### src/design/qvr_pkg.sv
`timescale 1ns / 1ps
// shared constants, types and width helpers for the quaternion vector rotation
// no dependencies; used by every other file of the block

package qvr_pkg;

  // quaternion components are signed Q1.14 in 16 bits
  localparam int QUAT_WIDTH = 16;

  // parameter defaults
  localparam int DEF_VEC_WIDTH = 16;
  localparam int DEF_FRAC_BITS = 14;

  typedef logic signed [QUAT_WIDTH-1:0] quat_t;

  // width of one component of q * (0, v): product plus two bits of sum growth
  function automatic int left_width(input int vec_width);
    left_width = vec_width + QUAT_WIDTH + 2;
  endfunction

  // width of one component of the second product, with room for the rounding
  // offset and always at least two bits above the output shift
  function automatic int sum_width(input int vec_width, input int frac_bits);
    int raw;
    raw = left_width(vec_width) + QUAT_WIDTH + 3;
    sum_width = (raw > 2 * frac_bits + 1) ? raw : 2 * frac_bits + 2;
  endfunction

endpackage

### src/design/qvr_scale_sat.sv
`timescale 1ns / 1ps
// output stage: shift back to vector units (floor after the rounding offset),
// saturate to the vector width and flag clipping; uses qvr_pkg

module qvr_scale_sat #(
  parameter int VEC_WIDTH = qvr_pkg::DEF_VEC_WIDTH,
  parameter int FRAC_BITS = qvr_pkg::DEF_FRAC_BITS
) (
  input  logic                        clk,
  input  logic                        rst_n,
  input  logic                        in_valid_i,
  output logic                        in_ready_o,
  input  logic signed [qvr_pkg::sum_width(VEC_WIDTH, FRAC_BITS)-1:0] r_i [3],
  output logic                        out_valid_o,
  input  logic                        out_ready_i,
  output logic signed [VEC_WIDTH-1:0] rot_o [3],
  output logic                        clipped_o
);

  localparam int RW        = qvr_pkg::sum_width(VEC_WIDTH, FRAC_BITS);
  localparam int OUT_SHIFT = 2 * FRAC_BITS;
  localparam logic signed [RW-1:0] SAT_HI =
    {{(RW-VEC_WIDTH+1){1'b0}}, {(VEC_WIDTH-1){1'b1}}};
  localparam logic signed [RW-1:0] SAT_LO = ~SAT_HI;

  logic                        e_valid_r;
  logic signed [VEC_WIDTH-1:0] e_rot_r   [3];
  logic signed [VEC_WIDTH-1:0] e_rot_nxt [3];
  logic                        e_clip_r;
  logic                        e_clip_nxt;
  logic signed [RW-1:0]        shifted   [3];
  logic                        e_ready;

  assign e_ready    = !e_valid_r || out_ready_i;
  assign in_ready_o = e_ready;

  // arithmetic shift is the floor; compare against the rails
  always_comb begin
    e_clip_nxt = 1'b0;
    for (int n = 0; n < 3; n++) begin
      shifted[n] = r_i[n] >>> OUT_SHIFT;
      if (shifted[n] > SAT_HI) begin
        e_rot_nxt[n] = SAT_HI[VEC_WIDTH-1:0];
        e_clip_nxt   = 1'b1;
      end else if (shifted[n] < SAT_LO) begin
        e_rot_nxt[n] = SAT_LO[VEC_WIDTH-1:0];
        e_clip_nxt   = 1'b1;
      end else begin
        e_rot_nxt[n] = shifted[n][VEC_WIDTH-1:0];
      end
    end
  end

  // output register
  always_ff @(posedge clk) begin
    if (!rst_n) begin
      e_valid_r <= 1'b0;
    end else if (e_ready) begin
      e_valid_r <= in_valid_i;
    end
  end

  always_ff @(posedge clk) begin
    if (e_ready && in_valid_i) begin
      e_rot_r  <= e_rot_nxt;
      e_clip_r <= e_clip_nxt;
    end
  end

  assign out_valid_o = e_valid_r;
  assign rot_o       = e_rot_r;
  assign clipped_o   = e_clip_r;

endmodule

### config.mk
export PLATFORM = sky130hd
export DESIGN_NAME = qvr_scale_sat
export DESIGN_NICKNAME = d
export VERILOG_FILES = /design/src/design/qvr_pkg.sv /design/src/design/qvr_scale_sat.sv
export SDC_FILE = /design/constraint.sdc
export NUM_CORES = 1
export LEC_CHECK = 0
export BUFFER_PORTS_ARGS = -buffer_cell sky130_fd_sc_hd__buf_2
export CAP_MARGIN = 40
export CORE_MARGIN = 2
export CORE_UTILIZATION = 35
export DETAILED_ROUTE_END_ITERATION = 7
export PLACE_DENSITY = 0.79
export SYNTH_ARGS = -nofsm -noshare
export SYNTH_HDL_FRONTEND = slang
export SYNTH_SLANG_ARGS = --single-unit
### constraint.sdc
create_clock -name clk -period 2.4 [get_ports clk]
set_clock_uncertainty 0.05 [all_clocks]
set_input_delay 0.12 -clock clk [delete_from_list [all_inputs] [get_ports clk]]
set_output_delay 0.12 -clock clk [all_outputs]
set_load 0.005 [all_outputs]
-- After elaboration in Yosys (flattened, before gate mapping)
Index checks and enable logic that the tools add are counted.
W data, S select, Z words.
- output and inout bits: 51
- bits in registers: 50
- input bits: 163
- word-level logic and storage cells: 19
- muxes and demuxes: 4
- reductions and logical operators: 4
- $lt $le $gt $ge: 6
- operator list (kind ; count):
    $gt A25 B16 Y1 const B ; 3
    $lt A25 B16 Y1 const B ; 3
    $mux W16 ; 3
    $reduce_or A5 Y1 ; 1
    $logic_and A1 B1 Y1 ; 1
    $logic_not A1 Y1 ; 1
    $logic_or A1 B1 Y1 ; 1
    $mux W1 ; 1

-- Depth between registers and ports, before layout
- depth in word-level cells: 3
- depth in mapped cells: 5
- mapped depth without buffers: 4

-- Worst setup path after synthesis
OpenSTA, ideal clock, no wires.
- path kind: reg-to-reg
- start: register e_valid_r, in the netlist out_valid_o
- end: register e_clip_r, in the netlist clipped_o (enable)
- slack: 329 ps
- stages on the path, launching flop included: 3
- path buffers: 0
- data required time: 1938 ps
- setup time: 412 ps
- clock period less this slack: 2071 ps
- arrival time: 1610 ps
- cells stage by stage: dfxtp_1 -> nand2b_1 -> and2_1
- longest elaborated chain between the ends: 3
- ends and longest elaborated chain (what ; line ; RTL):
    from (decl) ; qvr_scale_sat.sv:26 ; logic e_valid_r;
    from (signal assigned) ; qvr_scale_sat.sv:59 ; e_valid_r <= in_valid_i;
    $logic_not A1 Y1 ; qvr_scale_sat.sv:34 ; assign e_ready = !e_valid_r || out_ready_i;
    $logic_or A1 B1 Y1 ; qvr_scale_sat.sv:34 ;
    named net in_ready_o ; qvr_scale_sat.sv:12 ; output logic in_ready_o,
    $logic_and A1 B1 Y1 ; qvr_scale_sat.sv:64 ; if (e_ready && in_valid_i) begin
    to (signal assigned) ; qvr_scale_sat.sv:66 ; e_clip_r <= e_clip_nxt;
    to (decl) ; qvr_scale_sat.sv:29 ; logic e_clip_r;
The timed path passes the listed nets, and every way through them passes these cells.
A chain may end at the register's enable or synchronous reset.

-- Final worst setup path
- start: input r_i[158] (netlist name)
- end: register e_clip_r, in the netlist clipped_o, data pin
- longest elaborated chain between the ends: 2
- elaborated cells between the ends (all ways): 4
- those cells by class: order compare (2); mux (1); reduce/logical (1)
- ends and longest elaborated chain (what ; line ; RTL):
    from (decl) ; qvr_scale_sat.sv:13 ; input logic signed [qvr_pkg::sum_width(VEC_WIDTH, FRAC_BITS)-1:0] r_i [3],
    $gt A25 B16 Y1 or $lt A25 B16 Y1 (tied branches) ; qvr_scale_sat.sv:42, qvr_scale_sat.sv:45 ;
    $reduce_or A5 Y1 (no source line) or $mux W1 (tied branches) ; -- ;
Several ways; a longest one is shown, not always the timed one.

==> results.json <==
{
  "vias": 1718,
  "clock_sinks": 50,
  "port_buffers": 129,
  "grt_overflow_total": 0,
  "period_share_pct": 71.4,
  "dr.pass1.iters": 4,
  "start_util_pct": 36.3,
  "drt-initial-drc-count": 46,
  "maxCapViolations": 0,
  "p_leak_nw": 1.31,
  "placed_area_sq_mm": 0.00289,
  "row_count": 28,
  "dieHeight_um": 82.4,
  "grt_max_degree": 31,
  "avgSynthCellArea_sq_um": 15.1,
  "cts_root_buf": "clkbuf_8",
  "cpLargestDelayFamily": "simple AND/OR/NAND/NOR gates",
  "coreArea_sq_mm": 0.00592,
  "outcome": "finished, final reports clean",
  "path_buf_inv": 2,
  "first_global_vias": 1669,
  "pwr_density_cell_mw_per_mm2": 597,
  "fin_crit_ns": 1.71,
  "clk_pin_slew_ns": 0.10,
  "slew_headroom_pct": 56.2,
  "hold_path.class": "input pin to flop",
  "crit_path_start": "r_i[158]",
  "gp_congestion": 0.669,
  "cts_buffers": 5,
  "ctsLongestPathBuffers": 2,
  "arrival_ns": 1.73,
  "cts_tree": "done",
  "drv_slew": 0,
  "required_ns": 2.41,
  "worst_pin_slew_ns": 0.657,
  "hpwl_um": 4060,
  "max_freq_ghz": 0.584,
  "crit_type": "input pin to flop",
  "final_cell_mix": "buf_2, edfxtp_1, o21a_1",
  "timing.rr.start": "out_valid_o$_SDFFE_PN0N_",
  "hold_violations": 0,
  "max_stage_delay_ns": 0.53,
  "drt_wl_total_um": 5230,
  "setup_tns_ns": 0,
  "track_usage_pct": 15.6,
  "syn_inst": 142,
  "ir_worst_vdd_mv": 0.254,
  "seq_area_sq_mm": 0.00149,
  "multi_input_area_sq_um": 597,
  "synth-seq-cells": 50,
  "htree_levels": 2,
  "antenna_found_initial": 0,
  "yosysUniqueCellTypes": 27,
  "worstPathMaxFanout": 5,
  "synth_warnings": 0,
  "post-route-drc-count": 0,
  "drive_above_1_share_pct": 53.4,
  "rsz0062_at_grt": "false",
  "viasPerCell": 4.85,
  "fin_area_sq_mm": 0.00302,
  "end_kind": "flop",
  "worst_path_max_delay_cell": "dlygate4sd3_1",
  "area_growth_pct": 40.4,
  "ant_nets": 0,
  "crit_path_start_kind": "input pin",
  "die_x_um": 82.4,
  "path_cells": "dlygate4sd3_1, buf_2, nor4_1, and3_1, o22ai_1, or3b_1",
  "nets": 441,
  "setup_viol": 0,
  "die_area_sq_mm": 0.00678,
  "worstHoldStart": "r_i[134]",
  "ys_seq_area_share_pct": 69.4,
  "n_fill_cell": 526,
  "diodes": 0,
  "grt_pass1_wl_um": 7730,
  "ioPinCount": 214,
  "final_common_cell": "buf_2",
  "drt-wirelength-per-cell_um": 14.8,
  "clk_latency_ns": 0.30,
  "netlist_area_sq_mm": 0.00215,
  "syn_nets": 305
}
## area by class of cell
cell class	count	area share (%)
Inverter	2	0.249
Timing Repair Buffer	138	24.4
Sequential cell	50	49.4
Clock inverter	3	0.788
Tap cell	75	3.11
Multi-Input combinational cell	81	19.8
Clock buffer	5	2.28
## cell usage after synthesis, drive strengths merged
library cell / number / area share (%)
edfxtp: 49 / 68
o21a: 30 / 10
a21o: 15 / 5.2
buf: 6 / 1.7
nor4: 6 / 2.6
nand3: 4 / 0.93
a31oi: 3 / 0.87
and4: 3 / 1.2
nor2: 3 / 0.52
nor3: 3 / 0.70
and3: 2 / 0.58
clkbuf: 2 / 0.35
inv: 2 / 0.35
nand2: 2 / 0.35
nand4: 2 / 0.58
o31ai: 2 / 1.6
a21boi: 1 / 0.35
and2: 1 / 0.29
dfxtp: 1 / 0.93
dlygate4sd3: 1 / 0.47
nand2b: 1 / 0.29
o21ai: 1 / 0.41
o22ai: 1 / 0.29
or3b: 1 / 0.41
## cell families (layout without fill, tap and decap cells)
family / Yosys count / after routing / synth area share [%]
buffers and inverters: 11 / 148 / 2.91
AND/OR/NAND/NOR: 28 / 28 / 8.50
flip-flops: 50 / 50 / 69.4
AO/OA/AOI/OAI: 53 / 53 / 19.2
## through the flow
stage	cells	utilization (%)	worst slack (ns)	hold WS (ns)	total power, mW
after floorplan	142	-	0.329	0.209	1.16
after global placement	342	48.7	0.759	0.294	1.30
after detailed placement	342	48.7	0.773	0.297	1.31
after CTS	354	51.0	0.677	0.0226	1.82
after global routing	354	51.0	0.623	0.0187	1.89
final	354	51.0	0.687	0.0301	1.80
## sequential cells by signal, summed over array words and instances, names as in the netlist
name and flops:
clipped_o 1, rot_o 48, out_valid_o 1
## what timing repair did
action | 4_1_cts | 5_1_grt
setup buffers | 0 | 0
hold buffers | 4 | 0
hold endpoints to repair | 3 | 0
gates resized for setup | 0 | 0
## worst reg2reg max path, cell delays in order (launching register included)
cell and delay (ns):
dfxtp_1 0.32, nand2b_1 0.09, and2_2 0.48, buf_12 0.28
## final timing paths
check                                                to  slack [ns]  cells past startpoint
worst min register to register   rot_o[4]$_SDFFCE_PN1P_        0.96                      2
worst max register to register  rot_o[30]$_SDFFCE_PN1P_        0.88                      3
worst max-delay path            clipped_o$_SDFFCE_PP1P_        0.69                      6
worst min-delay path            rot_o[32]$_SDFFCE_PN1P_        0.03                      2
## routing by layer
layer	vias up	part of all wire (%)	track usage, %
li1	830	-	-
met1	797	40	18.5
met2	86	50	27.0
met4	0	1.2	5.50
met3	5	8.7	4.13
met5	-	0	0
## where the power goes
part	leakage, nW	internal, mW	switching (mW)
combinational	0.783	0.130	0.124
sequential	0.482	1.03	0.0127
clock	0.0408	0.209	0.301
total	1.31	1.36	0.437
(Power assumes the default switching activity.)
